**config.mk**
```make
export PLATFORM = sky130hd
export DESIGN_NAME = ifs_fractal_point_generator
export DESIGN_NICKNAME = d
export VERILOG_FILES = /design/src/sv/ifsfpg_pkg.sv /design/src/sv/ifsfpg_queue.sv /design/src/sv/ifsfpg_front.sv /design/src/sv/ifsfpg_back.sv /design/src/sv/ifs_fractal_point_generator.sv
export VERILOG_INCLUDE_DIRS = /design/src /design/src/sv
export SDC_FILE = /design/constraint.sdc
export NUM_CORES = 2
export LEC_CHECK = 0
export BUFFER_PORTS_ARGS = -buffer_cell sky130_fd_sc_hd__clkbuf_2
export CAP_MARGIN = 25
export CORE_AREA = 2 2 508 258
export DETAILED_ROUTE_END_ITERATION = 7
export DIE_AREA = 0 0 510 260
export PLACE_DENSITY = 0.76
export RECOVER_POWER = 25
export SETUP_SLACK_MARGIN = 0.05
export SYNTH_ARGS = -nofsm -noshare
export SYNTH_HDL_FRONTEND = slang
export SYNTH_SLANG_ARGS = --single-unit
```
**constraint.sdc**
```tcl
create_clock -name clk -period 13.15 [get_ports clk]
set_input_delay 0 -clock clk [delete_from_list [all_inputs] [get_ports clk]]
set_output_delay 0 -clock clk [all_outputs]
set_load 0.02 [all_outputs]
```
**src/sv/ifs_fractal_point_generator_macros.svh**
```systemverilog
// assertion macros used by the point generator back part
`ifndef IFS_FRACTAL_POINT_GENERATOR_MACROS_SVH
`define IFS_FRACTAL_POINT_GENERATOR_MACROS_SVH

// same-cycle implication, clocked on clk, quiet while rst_n is low
`define IFSFPG_CHECK_NOW(label, ante, cons) \
    label: assert property (@(posedge clk) disable iff (!rst_n) (ante) |-> (cons)) \
        else $error("ifsfpg check failed");

// next-cycle implication, clocked on clk, quiet while rst_n is low
`define IFSFPG_CHECK_NEXT(label, ante, cons) \
    label: assert property (@(posedge clk) disable iff (!rst_n) (ante) |=> (cons)) \
        else $error("ifsfpg check failed");

`endif

```
**src/sv/ifsfpg_pkg.sv**
```systemverilog
// shared types and constants of the chaos-game point generator
package ifsfpg_pkg;

    localparam int DEFAULT_FRACTION_BITS = 16;
    localparam int QUEUE_DEPTH           = 2;
    localparam int CFG_WIDTH             = 12;
    localparam int CFG_INDEX_WIDTH       = 2;
    localparam int PIXEL_WIDTH           = 12;

    // map set codes
    localparam logic [1:0] MAP_SET_LINE   = 2'd0;
    localparam logic [1:0] MAP_SET_SQUARE = 2'd1;
    localparam logic [1:0] MAP_SET_KOCH   = 2'd2;

    // register indexes
    localparam logic [CFG_INDEX_WIDTH-1:0] REG_MAP_SET       = 2'd0;
    localparam logic [CFG_INDEX_WIDTH-1:0] REG_WINDOW_WIDTH  = 2'd1;
    localparam logic [CFG_INDEX_WIDTH-1:0] REG_WINDOW_HEIGHT = 2'd2;

    localparam logic [1:0]             RESET_MAP_SET = MAP_SET_KOCH;
    localparam logic [PIXEL_WIDTH-1:0] RESET_WINDOW  = 12'd800;

    typedef enum logic [3:0] {
        KIND_SHRINK_HALF  = 4'd0,
        KIND_LINE_TOP     = 4'd1,
        KIND_SQUARE_UP    = 4'd2,
        KIND_SQUARE_RIGHT = 4'd3,
        KIND_SQUARE_FLIP  = 4'd4,
        KIND_KOCH_LEFT    = 4'd5,
        KIND_KOCH_RISE    = 4'd6,
        KIND_KOCH_FALL    = 4'd7,
        KIND_KOCH_RIGHT   = 4'd8
    } map_kind_t;

    typedef struct packed {
        map_kind_t  kind;
        logic [1:0] idx;
    } cmd_t;

    typedef struct packed {
        logic [PIXEL_WIDTH-1:0] width;
        logic [PIXEL_WIDTH-1:0] height;
    } window_t;

    typedef struct packed {
        logic [PIXEL_WIDTH-1:0] pixel_x;
        logic [PIXEL_WIDTH-1:0] pixel_y;
        logic [1:0]             map_index;
    } result_t;

endpackage

```
**src/sv/ifsfpg_queue.sv**
```systemverilog
// small register queue between pipeline parts
module ifsfpg_queue #(
    parameter int WIDTH = 1,
    parameter int DEPTH = 2
) (
    input  logic             clk,
    input  logic             rst_n,
    input  logic             push,
    input  logic [WIDTH-1:0] wr_data,
    output logic             full,
    input  logic             pop,
    output logic [WIDTH-1:0] rd_data,
    output logic             empty
);
    localparam int PTR_W = (DEPTH > 1) ? $clog2(DEPTH) : 1;
    localparam int CNT_W = $clog2(DEPTH + 1);

    logic [WIDTH-1:0] slot_reg [DEPTH];
    logic [PTR_W-1:0] wr_ptr_reg, wr_ptr_next;
    logic [PTR_W-1:0] rd_ptr_reg, rd_ptr_next;
    logic [CNT_W-1:0] count_reg, count_next;
    logic             do_push;
    logic             do_pop;

    assign full    = (count_reg == CNT_W'(DEPTH));
    assign empty   = (count_reg == '0);
    assign do_push = push && !full;
    assign do_pop  = pop && !empty;
    assign rd_data = slot_reg[rd_ptr_reg];

    always_comb
    begin
        wr_ptr_next = wr_ptr_reg;
        rd_ptr_next = rd_ptr_reg;
        count_next  = count_reg;
        if (do_push)
        begin
            wr_ptr_next = (wr_ptr_reg == PTR_W'(DEPTH - 1)) ? '0 : wr_ptr_reg + 1'b1;
        end
        if (do_pop)
        begin
            rd_ptr_next = (rd_ptr_reg == PTR_W'(DEPTH - 1)) ? '0 : rd_ptr_reg + 1'b1;
        end
        if (do_push && !do_pop)
        begin
            count_next = count_reg + 1'b1;
        end
        else if (do_pop && !do_push)
        begin
            count_next = count_reg - 1'b1;
        end
    end

    always_ff @(posedge clk or negedge rst_n)
    begin
        if (!rst_n)
        begin
            wr_ptr_reg <= '0;
            rd_ptr_reg <= '0;
            count_reg  <= '0;
        end
        else
        begin
            wr_ptr_reg <= wr_ptr_next;
            rd_ptr_reg <= rd_ptr_next;
            count_reg  <= count_next;
        end
    end

    always_ff @(posedge clk)
    begin
        if (do_push)
        begin
            slot_reg[wr_ptr_reg] <= wr_data;
        end
    end

endmodule

```
**src/sv/ifsfpg_front.sv**
```systemverilog
// front part: takes draws and picks the affine map to apply
module ifsfpg_front (
    input  logic              push,
    input  logic              full,
    input  logic [15:0]       draw,
    input  logic [1:0]        map_set,
    output logic              cmd_push,
    output ifsfpg_pkg::cmd_t  cmd
);
    import ifsfpg_pkg::*;

    assign cmd_push = push && !full;

    always_comb
    begin
        cmd.idx  = draw[15:14];
        cmd.kind = KIND_SHRINK_HALF;
        unique case (map_set)
            MAP_SET_LINE:
            begin
                cmd.idx  = {1'b0, draw[15]};
                cmd.kind = draw[15] ? KIND_LINE_TOP : KIND_SHRINK_HALF;
            end
            MAP_SET_SQUARE:
            begin
                unique case (draw[15:14])
                    2'd0:    cmd.kind = KIND_SHRINK_HALF;
                    2'd1:    cmd.kind = KIND_SQUARE_UP;
                    2'd2:    cmd.kind = KIND_SQUARE_RIGHT;
                    default: cmd.kind = KIND_SQUARE_FLIP;
                endcase
            end
            default:
            begin
                // the unused set code runs the koch curve
                unique case (draw[15:14])
                    2'd0:    cmd.kind = KIND_KOCH_LEFT;
                    2'd1:    cmd.kind = KIND_KOCH_RISE;
                    2'd2:    cmd.kind = KIND_KOCH_FALL;
                    default: cmd.kind = KIND_KOCH_RIGHT;
                endcase
            end
        endcase
    end

endmodule

```
**src/sv/ifsfpg_back.sv**
```systemverilog
// back part: point update and pixel scaling
`include "ifs_fractal_point_generator_macros.svh"

module ifsfpg_back #(
    parameter int FRACTION_BITS = ifsfpg_pkg::DEFAULT_FRACTION_BITS
) (
    input  logic                clk,
    input  logic                rst_n,
    input  ifsfpg_pkg::window_t window,
    input  logic                cmd_empty,
    input  ifsfpg_pkg::cmd_t    cmd,
    output logic                cmd_pop,
    input  logic                res_full,
    output logic                res_push,
    output ifsfpg_pkg::result_t res
);
    import ifsfpg_pkg::*;

    localparam int FB = FRACTION_BITS;
    localparam int PW = FB + 4;       // point width
    localparam int CW = FB + 2;       // coefficient width
    localparam int MW = CW + PW;      // product width
    localparam int SW = 2 * FB + 8;   // sum width
    localparam int RW = SW - FB;      // rounded width
    localparam int XW = PW + PIXEL_WIDTH - 1;

    localparam longint Q_ONE    = longint'(1) << FB;
    localparam longint Q_HALF   = Q_ONE >>> 1;
    localparam longint Q_THIRD  = (Q_ONE + 1) / 3;
    localparam longint Q_SIXTH  = (Q_ONE + 3) / 6;
    localparam longint Q_TWO_TH = (2 * Q_ONE + 1) / 3;
    localparam longint Q_S      = (64'sd1239850262 + (longint'(1) << (31 - FB))) >>> (32 - FB);

    localparam logic signed [CW-1:0] C_ZERO   = '0;
    localparam logic signed [CW-1:0] C_HALF   = CW'(Q_HALF);
    localparam logic signed [CW-1:0] C_NHALF  = CW'(-Q_HALF);
    localparam logic signed [CW-1:0] C_THIRD  = CW'(Q_THIRD);
    localparam logic signed [CW-1:0] C_SIXTH  = CW'(Q_SIXTH);
    localparam logic signed [CW-1:0] C_TWO_TH = CW'(Q_TWO_TH);
    localparam logic signed [CW-1:0] C_S      = CW'(Q_S);
    localparam logic signed [CW-1:0] C_NS     = CW'(-Q_S);
    localparam logic signed [SW-1:0] ROUND    = SW'(Q_HALF);

    logic signed [PW-1:0] point_x_reg, point_x_next;
    logic signed [PW-1:0] point_y_reg, point_y_next;
    logic [1:0]           idx_reg;
    logic                 v1_reg;
    logic                 advance;

    logic signed [CW-1:0] xa, xb, tx, ya, yb, ty;
    logic signed [MW-1:0] prod_xa, prod_xb, prod_ya, prod_yb;
    logic signed [SW-1:0] sum_x, sum_y;

    function automatic logic [PW-1:0] saturate(input logic [SW-1:0] sum);
        logic [RW-1:0] r;
        r = sum[SW-1:FB];
        if (r[RW-1] && !(&r[RW-1:PW-1]))
        begin
            saturate = {1'b1, {(PW-1){1'b0}}};
        end
        else if (!r[RW-1] && (|r[RW-1:PW-1]))
        begin
            saturate = {1'b0, {(PW-1){1'b1}}};
        end
        else
        begin
            saturate = r[PW-1:0];
        end
    endfunction

    function automatic logic [PIXEL_WIDTH-1:0] to_pixel(
        input logic [PW-1:0]          p,
        input logic [PIXEL_WIDTH-1:0] size
    );
        logic [XW-1:0]          prod;
        logic [XW-FB-1:0]       scaled;
        logic [PIXEL_WIDTH-1:0] lim;
        prod   = XW'(p[PW-2:0]) * XW'(size);
        scaled = prod[XW-1:FB];
        lim    = size - 1'b1;
        if (p[PW-1] || size == '0)
        begin
            to_pixel = '0;
        end
        else if (scaled > (XW-FB)'(lim))
        begin
            to_pixel = lim;
        end
        else
        begin
            to_pixel = scaled[PIXEL_WIDTH-1:0];
        end
    endfunction

    always_comb
    begin
        xa = C_HALF;
        xb = C_ZERO;
        tx = C_ZERO;
        ya = C_ZERO;
        yb = C_HALF;
        ty = C_ZERO;
        unique case (cmd.kind)
            KIND_SHRINK_HALF: ;
            KIND_LINE_TOP:
            begin
                tx = C_HALF;
                ty = C_HALF;
            end
            KIND_SQUARE_UP:    ty = C_HALF;
            KIND_SQUARE_RIGHT: tx = C_HALF;
            KIND_SQUARE_FLIP:
            begin
                xa = C_NHALF;
                tx = C_HALF;
                yb = C_NHALF;
                ty = C_HALF;
            end
            KIND_KOCH_LEFT:
            begin
                xa = C_THIRD;
                yb = C_THIRD;
            end
            KIND_KOCH_RISE:
            begin
                xa = C_SIXTH;
                xb = C_NS;
                tx = C_THIRD;
                ya = C_S;
                yb = C_SIXTH;
            end
            KIND_KOCH_FALL:
            begin
                xa = C_SIXTH;
                xb = C_S;
                tx = C_HALF;
                ya = C_NS;
                yb = C_SIXTH;
                ty = C_S;
            end
            KIND_KOCH_RIGHT:
            begin
                xa = C_THIRD;
                tx = C_TWO_TH;
                yb = C_THIRD;
            end
            default: ;
        endcase
    end

    assign prod_xa = xa * point_x_reg;
    assign prod_xb = xb * point_y_reg;
    assign prod_ya = ya * point_x_reg;
    assign prod_yb = yb * point_y_reg;

    // one rounding over the full sum of products and translation
    assign sum_x = SW'(prod_xa) + SW'(prod_xb) + (SW'(tx) <<< FB) + ROUND;
    assign sum_y = SW'(prod_ya) + SW'(prod_yb) + (SW'(ty) <<< FB) + ROUND;

    assign point_x_next = saturate(sum_x);
    assign point_y_next = saturate(sum_y);

    // point feeds the pixel scaler, so it moves only if idle or on a transfer out
    assign advance  = !v1_reg || !res_full;
    assign cmd_pop  = advance && !cmd_empty;
    assign res_push = v1_reg && !res_full;

    assign res.pixel_x   = to_pixel(point_x_reg, window.width);
    assign res.pixel_y   = to_pixel(point_y_reg, window.height);
    assign res.map_index = idx_reg;

    always_ff @(posedge clk or negedge rst_n)
    begin
        if (!rst_n)
        begin
            point_x_reg <= '0;
            point_y_reg <= '0;
            v1_reg      <= 1'b0;
        end
        else
        begin
            if (advance)
            begin
                v1_reg <= !cmd_empty;
            end
            if (cmd_pop)
            begin
                point_x_reg <= point_x_next;
                point_y_reg <= point_y_next;
            end
        end
    end

    always_ff @(posedge clk)
    begin
        if (cmd_pop)
        begin
            idx_reg <= cmd.idx;
        end
    end

    `IFSFPG_CHECK_NEXT(a_point_holds, v1_reg && res_full, $stable(point_x_reg) && $stable(point_y_reg))
    `IFSFPG_CHECK_NOW(a_pop_on_advance, cmd_pop, !cmd_empty && (!v1_reg || !res_full))
    `IFSFPG_CHECK_NOW(a_pixel_x_in_window, res_push && window.width != '0, res.pixel_x < window.width)
    `IFSFPG_CHECK_NOW(a_pixel_y_in_window, res_push && window.height != '0, res.pixel_y < window.height)

endmodule

```
**src/sv/ifs_fractal_point_generator.sv**
```systemverilog
// top level of the chaos-game point generator
// Chaos-game point generator: every draw pushed in yields exactly one result (pixel_x,
// pixel_y, map_index) in order. The sustained rate is one draw per clock while the result
// side is popped and does not back up; a draw's result reaches the result side through the
// command queue, the point update register and then the result queue.
// The rate is set by the point update loop: the new point depends on the previous one
// through a combinational multiply-add and saturation.
// Configuration writes take effect at once and belong to idle periods only.
module ifs_fractal_point_generator #(
    parameter int FRACTION_BITS = ifsfpg_pkg::DEFAULT_FRACTION_BITS
) (
    input  logic                                   clk,
    input  logic                                   rst_n,
    input  logic                                   push,
    output logic                                   full,
    input  logic [15:0]                            draw,
    output logic                                   empty,
    input  logic                                   pop,
    output logic [ifsfpg_pkg::PIXEL_WIDTH-1:0]     pixel_x,
    output logic [ifsfpg_pkg::PIXEL_WIDTH-1:0]     pixel_y,
    output logic [1:0]                             map_index,
    input  logic                                   cfg_write,
    input  logic [ifsfpg_pkg::CFG_INDEX_WIDTH-1:0] cfg_index,
    input  logic [ifsfpg_pkg::CFG_WIDTH-1:0]       cfg_data
);
    import ifsfpg_pkg::*;

    logic [1:0] map_set_reg;
    window_t    window_reg;

    logic       cmd_push;
    cmd_t       cmd_in;
    logic       cmd_full;
    logic       cmd_empty;
    logic       cmd_pop;
    cmd_t       cmd_out;
    logic [$bits(cmd_t)-1:0] cmd_bits;

    logic       res_push;
    logic       res_full;
    result_t    res_in;
    logic [$bits(result_t)-1:0] res_bits;
    result_t    res_out;

    always_ff @(posedge clk or negedge rst_n)
    begin
        if (!rst_n)
        begin
            map_set_reg       <= RESET_MAP_SET;
            window_reg.width  <= RESET_WINDOW;
            window_reg.height <= RESET_WINDOW;
        end
        else if (cfg_write)
        begin
            unique case (cfg_index)
                REG_MAP_SET:       map_set_reg       <= cfg_data[1:0];
                REG_WINDOW_WIDTH:  window_reg.width  <= cfg_data;
                REG_WINDOW_HEIGHT: window_reg.height <= cfg_data;
                default: ;
            endcase
        end
    end

    assign full = cmd_full;

    ifsfpg_front u_front (
        .push     (push),
        .full     (cmd_full),
        .draw     (draw),
        .map_set  (map_set_reg),
        .cmd_push (cmd_push),
        .cmd      (cmd_in)
    );

    ifsfpg_queue #(
        .WIDTH ($bits(cmd_t)),
        .DEPTH (QUEUE_DEPTH)
    ) u_cmd_queue (
        .clk     (clk),
        .rst_n   (rst_n),
        .push    (cmd_push),
        .wr_data (cmd_in),
        .full    (cmd_full),
        .pop     (cmd_pop),
        .rd_data (cmd_bits),
        .empty   (cmd_empty)
    );

    assign cmd_out = cmd_t'(cmd_bits);

    ifsfpg_back #(
        .FRACTION_BITS (FRACTION_BITS)
    ) u_back (
        .clk       (clk),
        .rst_n     (rst_n),
        .window    (window_reg),
        .cmd_empty (cmd_empty),
        .cmd       (cmd_out),
        .cmd_pop   (cmd_pop),
        .res_full  (res_full),
        .res_push  (res_push),
        .res       (res_in)
    );

    ifsfpg_queue #(
        .WIDTH ($bits(result_t)),
        .DEPTH (QUEUE_DEPTH)
    ) u_res_queue (
        .clk     (clk),
        .rst_n   (rst_n),
        .push    (res_push),
        .wr_data (res_in),
        .full    (res_full),
        .pop     (pop),
        .rd_data (res_bits),
        .empty   (empty)
    );

    assign res_out   = result_t'(res_bits);
    assign pixel_x   = res_out.pixel_x;
    assign pixel_y   = res_out.pixel_y;
    assign map_index = res_out.map_index;

endmodule

```
**After elaboration in Yosys (flattened, before gate mapping)**

Memories as Yosys holds them, arrays and structs flattened.
Cells that the tools add are included.

- Register bits: 77
- Latch bits: 0
- Memory bits (writable): 64
- Bits in read-only memories: 0
- Bits of input ports: 35
- Output and inout port bits: 28
- Logic and storage cells: 135
- Memories: 2

Memories:

| memory | words | bits a word | rd ports | clocked after Yosys merged registers in | write ports | line | source |
|---|---|---|---|---|---|---|---|
| u_res_queue.slot_reg | 2 | 26 | 1 | 0 | 1 | ifsfpg_queue.sv:18 | `logic [WIDTH-1:0] slot_reg [DEPTH];` |
| u_cmd_queue.slot_reg | 2 | 6 | 1 | 0 | 1 | ifsfpg_queue.sv:18 |  |

- Add/subtract/negate cells: 16
- Multiply operators: 6
- Div/mod/pow operators: 0
- $lt $le $gt $ge: 2
- Equality and inequality tests: 15
- Shift operators: 0
- Mux-type cells: 30
- Bitwise gates (word level): 0
- Reduce and logical (&&, ||, !) cells: 51

Operators by type and width:

| operator | number |
|---|---|
| multiplier 18 x 20 -> 38 bit | 4 |
| adder 40 x 17 -> 40 bit, second input constant | 2 |
| adder 40 x 33 -> 40 bit | 2 |
| 2-to-1 mux 20 bit | 4 |
| adder 38 x 38 -> 39 bit | 2 |
| case mux 18 bit (2 select lines) | 2 |
| multiplier 19 x 12 -> 31 bit | 2 |
| case mux 18 bit (3 select lines) | 1 |
| 2-to-1 mux 12 bit | 4 |
| case mux 16 bit (3 select lines) | 1 |
| case mux 16 bit (2 select lines) | 1 |
| greater-than comparator 15 x 12 -> 1 bit | 2 |
| logical NOT 12 bit | 2 |
| subtractor 12 x 1 -> 12 bit, second input constant | 2 |
| == test 4 x 3 -> 1 bit, second input constant | 4 |
| logical AND 1 bit | 15 |
| logical NOT 1 bit | 13 |
| case mux 4 bit (3 select lines) | 1 |
| logical NOT 2 bit | 5 |
| 2-to-1 mux 2 bit | 5 |
| AND reduction 5 bit | 2 |
| OR reduction 5 bit | 2 |
| 2-to-1 mux 1 bit | 9 |
| case mux 3 bit (3 select lines) | 1 |
| other kinds (15) | 32 |

**Logic depth before layout (Yosys ltp)**

An unclocked memory read counts as a cell.

- Depth after elaboration: 12
- Gate-level depth with buffers: 50
- Mapped depth without buffers: 46

**Hierarchy**

Synthesis repeated with hierarchy kept, for this count alone.

- Cell total of the unflattened synthesis: 6416
- Area total of the unflattened synthesis: 63907.5 sq um

Modules (own cells, without submodules):

| module | times used | cells each | area an instance (sq um) | seq. area each (sq um) |
|---|---|---|---|---|
| ifsfpg_back | 1 | 6204 | 59861.2 | 1086.0 |
| ifsfpg_queue (u_res_queue) | 1 | 100 | 2173.3 | 1661.6 |
| ifs_fractal_point_generator | 1 | 57 | 1102.3 | 659.4 |
| ifsfpg_queue (u_cmd_queue) | 1 | 38 | 631.9 | 460.4 |
| ifsfpg_front | 1 | 17 | 138.9 | 0.0 |

**Worst setup path after synthesis**

No wires, ideal clock.

- Path kind: reg2reg
- Start: register u_cmd_queue.rd_ptr_reg
- End: register u_back.point_x_reg[12]
- Library setup time: 0.087 ns
- Arrival time: 10.972 ns
- Required time: 13.063 ns
- Path slack: 2.091 ns
- Cell stages (with the launch flop): 44
- Path buffers: 5
- Period minus slack after synthesis: 11.059 ns
- Path through: dfrtp_1 > buf_2 > mux2i_1 > a21oi_1 > a211oi_2 > clkbuf_1 > clkbuf_1 > nand2_1 > fa_1 > inv_1 > fa_1 > fa_1 > inv_1 > fa_1 > fa_1 > inv_1 > fa_1 > fa_1 > [... 8 more ...] > a21boi_0 > nor2b_1 > o21a_1 > nor2_1 > xnor2_1 > ha_1 > a21boi_0 > o211ai_1 > a21oi_1 > o41ai_1 > o21ai_0 > o41ai_1 > nor4b_1 > o211ai_1 > a31o_2 > clkbuf_1 > clkbuf_1 > a22oi_1

- Word-level cells in the longest chain between the ends: 12
- Elaborated cells on any way between the ends: 27
- Those cells by class: add/sub: 3; mul: 2; eq/ne: 7; mux: 5; reduce/logical: 9; memory: 1

RTL lines:

| item | line | source |
|---|---|---|
| from (decl) | ifsfpg_queue.sv:20 | `logic [PTR_W-1:0] rd_ptr_reg, rd_ptr_next;` |
| from (signal assigned) | ifsfpg_queue.sv:65 | `rd_ptr_reg <= rd_ptr_next;` |
| memory (2 x 6 bit) * | - |  |
| == test 4 x 3 -> 1 bit or == test 4 bit (tied branches) | ifsfpg_back.sv:103 | `unique case (cmd.kind)` |
| OR reduction 2 bit (no line) | - |  |
| case mux 18 bit (3 select lines) | ifsfpg_back.sv:103 |  |
| multiplier 18 x 20 -> 38 bit | ifsfpg_back.sv:151 | `assign prod_xa = xa * point_x_reg;` |
| adder 38 x 38 -> 39 bit | ifsfpg_back.sv:157 | `assign sum_x = SW'(prod_xa) + SW'(prod_xb) + (SW'(tx) <<< FB) + ROUND;` |
| adder 40 x 33 -> 40 bit * | ifsfpg_back.sv:157 |  |
| adder 40 x 17 -> 40 bit * | ifsfpg_back.sv:157 |  |
| OR reduction 5 bit (tied with other cells) | ifsfpg_back.sv:61 | `else if (!r[RW-1] && (\|r[RW-1:PW-1]))` |
| logical AND 1 bit or logical NOT 1 bit (tied branches) | ifsfpg_back.sv:61, ifsfpg_back.sv:57 |  |
| 2-to-1 mux 20 bit or logical AND 1 bit (tied branches) | ifsfpg_back.sv:61, ifsfpg_back.sv:57 |  |
| 2-to-1 mux 20 bit * | ifsfpg_back.sv:57 | `if (r[RW-1] && !(&r[RW-1:PW-1]))` |
| to (signal assigned) | ifsfpg_back.sv:188 | `point_x_reg <= point_x_next;` |
| to (decl) | ifsfpg_back.sv:44 | `logic signed [PW-1:0] point_x_reg, point_x_next;` |

Every way passes the cells marked *; elsewhere a longest branch is shown, timed or not.
A chain may end at the register's enable or synchronous reset.

**Worst setup path after layout**

- Start: register u_cmd_queue.rd_ptr_reg
- End: register u_back.point_x_reg[2]

The elaborated chain is that of the path after synthesis.

==> impl_metrics.env <==
export IMPL_detail_route_vias_per_cell=5.57
export IMPL_drc=0
export IMPL_first_pass_iters=5
export IMPL_cts_tree="yes"
export IMPL_ys_types=90
export IMPL_max_clock_path_buffers=2
export IMPL_crit_start="u_cmd_queue.rd_ptr_reg$_DFFE_PN0P_"
export IMPL_gr_usage_met2_pct=35.2
export IMPL_area_growth_pct=5.61
export IMPL_cts_sinks=141
export IMPL_syn_nets=8692
export IMPL_num_vias=45700
export IMPL_insertion_delay_ps=520
export IMPL_reg2regPathDepth=43
export IMPL_avgRoutedWirePerCell_um=24.7
export IMPL_r2r_start="u_cmd_queue.rd_ptr_reg$_DFFE_PN0P_"
export IMPL_syn_area_per_cell_sq_um=9.85
export IMPL_ys_flop_type="dfrtp_1"
export IMPL_syn_inst=6450
export IMPL_clk_pin_slew_ps=70
export IMPL_r2r_end="u_back.point_x_reg[2]$_DFFE_PN0P_"
export IMPL_status="finished, violations left"
export IMPL_drt_total_wl_um=203000
export IMPL_worst_pin_slew_ps=3100
export IMPL_cts_buffers_inserted=17
export IMPL_grtUsageMet3_pct=24.0
export IMPL_synth_top_cells_by_area="fa_1 (54%), inv_1 (12%), ha_1 (9.7%)"
export IMPL_arrival_ps=13120
export IMPL_final_max_slew_viol_count=78
export IMPL_max_clock_freq_ghz=0.0786
export IMPL_clock_root_buffer="clkbuf_16"
export IMPL_worstHoldStart="draw[14]"
export IMPL_dp_hpwl_um=177000
export IMPL_grt_overflow=0
export IMPL_period_share_pct=96.7
export IMPL_setup_tns_ps=0
export IMPL_drive_gt1_share_pct=4.85
export IMPL_cap_viol_max_count=2
export IMPL_min_period_ps=12720
export IMPL_top_usage_layer="met1"
export IMPL_grtUsageTotal_pct=31.9
export IMPL_cpMaxStageDelayCell="a21oi_1"
export IMPL_io_pins=63
export IMPL_path_max_fanout=33
export IMPL_synth_most_common_cell="inv_1"
export IMPL_grt_pass1_vias=47700
export IMPL_crit_path_frequent_cell="fa_1"
export IMPL_critPathRequiredTime_ps=13550
export IMPL_worstSetupPathType="reg -> reg"
export IMPL_final_util_pct=52.5
export IMPL_synth_largest_area_cell="fa_1"
export IMPL_synth_edff_count=66
export IMPL_yosysWarnings=0
export IMPL_initial_utilization_pct=49.7
export IMPL_hold_viol=0
export IMPL_grt_use_met1_pct=47.9
export IMPL_drtIter0Drc=5587
export IMPL_final_nets=8709
export IMPL_end_kind="flop"
export IMPL_grt_pass1_wl_um=307000
export IMPL_hold_path_endpoint="u_cmd_queue.slot_reg[0][4]$_DFFE_PP_"
export IMPL_regToRegSetupSlack_ps=430
export IMPL_synth_commonest_cells="inv_1 (1991), fa_1 (1717), nand2_1 (633)"
export IMPL_slew_headroom_pct=-107
export IMPL_die_w_um=510
export IMPL_dieArea_sq_mm=0.133
export IMPL_violations="capacitance limit, slew limit"
export IMPL_synth_area_sq_mm=0.0635
export IMPL_cts_max_level=4
export IMPL_rsz0062_at_grt="no"
export IMPL_largest_register_ffs=52
export IMPL_holdPathStages=3
export IMPL_ys_seq_area_share_pct=6.09
export IMPL_gp_congestion=1.12
export IMPL_finalClockSkew_ps=37.3
export IMPL_async_reset_ff_share_pct=53.2
export IMPL_min_path_type="in -> reg"
export IMPL_rows=93
export IMPL_crit_path_max_incr_delay_ps=690
export IMPL_ys_seq_elements=141
export IMPL_setup_viol=0
export IMPL_grt_max_degree=54
export IMPL_die_h_um=260
export IMPL_final_antenna_net_count=0
export IMPL_antenna_found_initial=9
export IMPL_port_buffers=48
export IMPL_cp_start_kind="flop"
export IMPL_core_sq_mm=0.128
export IMPL_synth_top_area_share_pct=54.1
[worst max path at each step]
stage                                                     to  slack [ps]  depth (start not counted)
final                      u_back.point_x_reg[2]$_DFFE_PN0P_         430                         43
after global routing       u_back.point_x_reg[7]$_DFFE_PN0P_          50                         43
after CTS                 u_back.point_x_reg[10]$_DFFE_PN0P_          50                         42
after detailed placement  u_back.point_x_reg[17]$_DFFE_PN0P_         130                         42
after global placement     u_back.point_y_reg[4]$_DFFE_PN0P_         510                         43
after floorplan           u_back.point_x_reg[12]$_DFFE_PN0P_        2090                         43
[kinds of logic after synthesis]
group                    share of synthesized area (%)
multiplexers                                      1.14
AO/OA/AOI/OAI                                     4.52
AND/OR/NAND/NOR                                   9.27
adder cells (fa/ha/maj)                           63.8
flip-flops                                        6.09
buffers and inverters                             13.0
XOR/XNOR                                          2.25
[per-layer routing]
layer / routed length [um] / part of all wire [%] / vias up
met1: 85200 / 42 / 22900
met4: 2880 / 1.4 / 38
met3: 46100 / 23 / 269
li1: - / - / 18700
met5: 1240 / 0.61 / -
met2: 67300 / 33 / 3708
[cells in the final DEF (no fill, tap or decap), types with 67 or more instances in the layout]
master | Yosys | routed
inv_1 | 1991 | 1991
fa_1 | 1717 | 1717
nand2_1 | 633 | 633
ha_1 | 490 | 490
and2_1 | 182 | 181
nor2_1 | 174 | 171
buf_4 | 1 | 118
xnor2_1 | 108 | 108
a21oi_1 | 88 | 86
o21ai_0 | 66 | 67
dfrtp_1 | 68 | 67
[final cells by class]
type | count | area, sq um
Antenna cell | 6 | 15.0
Clock inverter | 12 | 114
Tap cell | 1710 | 2140
Sequential cell | 141 | 3870
Multi-Input combinational cell | 4118 | 51500
Inverter | 1992 | 7480
Fill cell | 11100 | 60800
Clock buffer | 20 | 479
Timing Repair Buffer | 197 | 1490
[stage by stage]
step	cell area, sq um	setup slack [ps]	hold WS, ps	std cells
6_report	67100	433	95.6	8196
5_1_grt	67100	48.5	112	8190
4_1_cts	67000	53.1	10.3	8184
3_5_place_dp	66200	127	-26.9	8129
3_3_place_gp	66100	506	-34.2	8128
2_1_floorplan	63500	2090	-296	6450
[critical path: cells and delay by family (launching register included)]
family,cells,cell delay [ps]
buffers and inverters,10,1380
DFF,1,580
and+or+nand+nor,6,1340
AOI/OAI and AO/OA,16,3770
adders and majority gates,10,5070
muxes,1,430
[repair_timing]
item                       in CTS  in global routing
hold endpoints to repair       67                  0
buffers inserted                0                  1
gates resized for setup         0                  7
hold buffers                   23                  0
setup endpoints to repair       0                 39
Power is not shown: default switching activity piles up to over one toggle a cycle in this logic, so the estimate is an artifact.
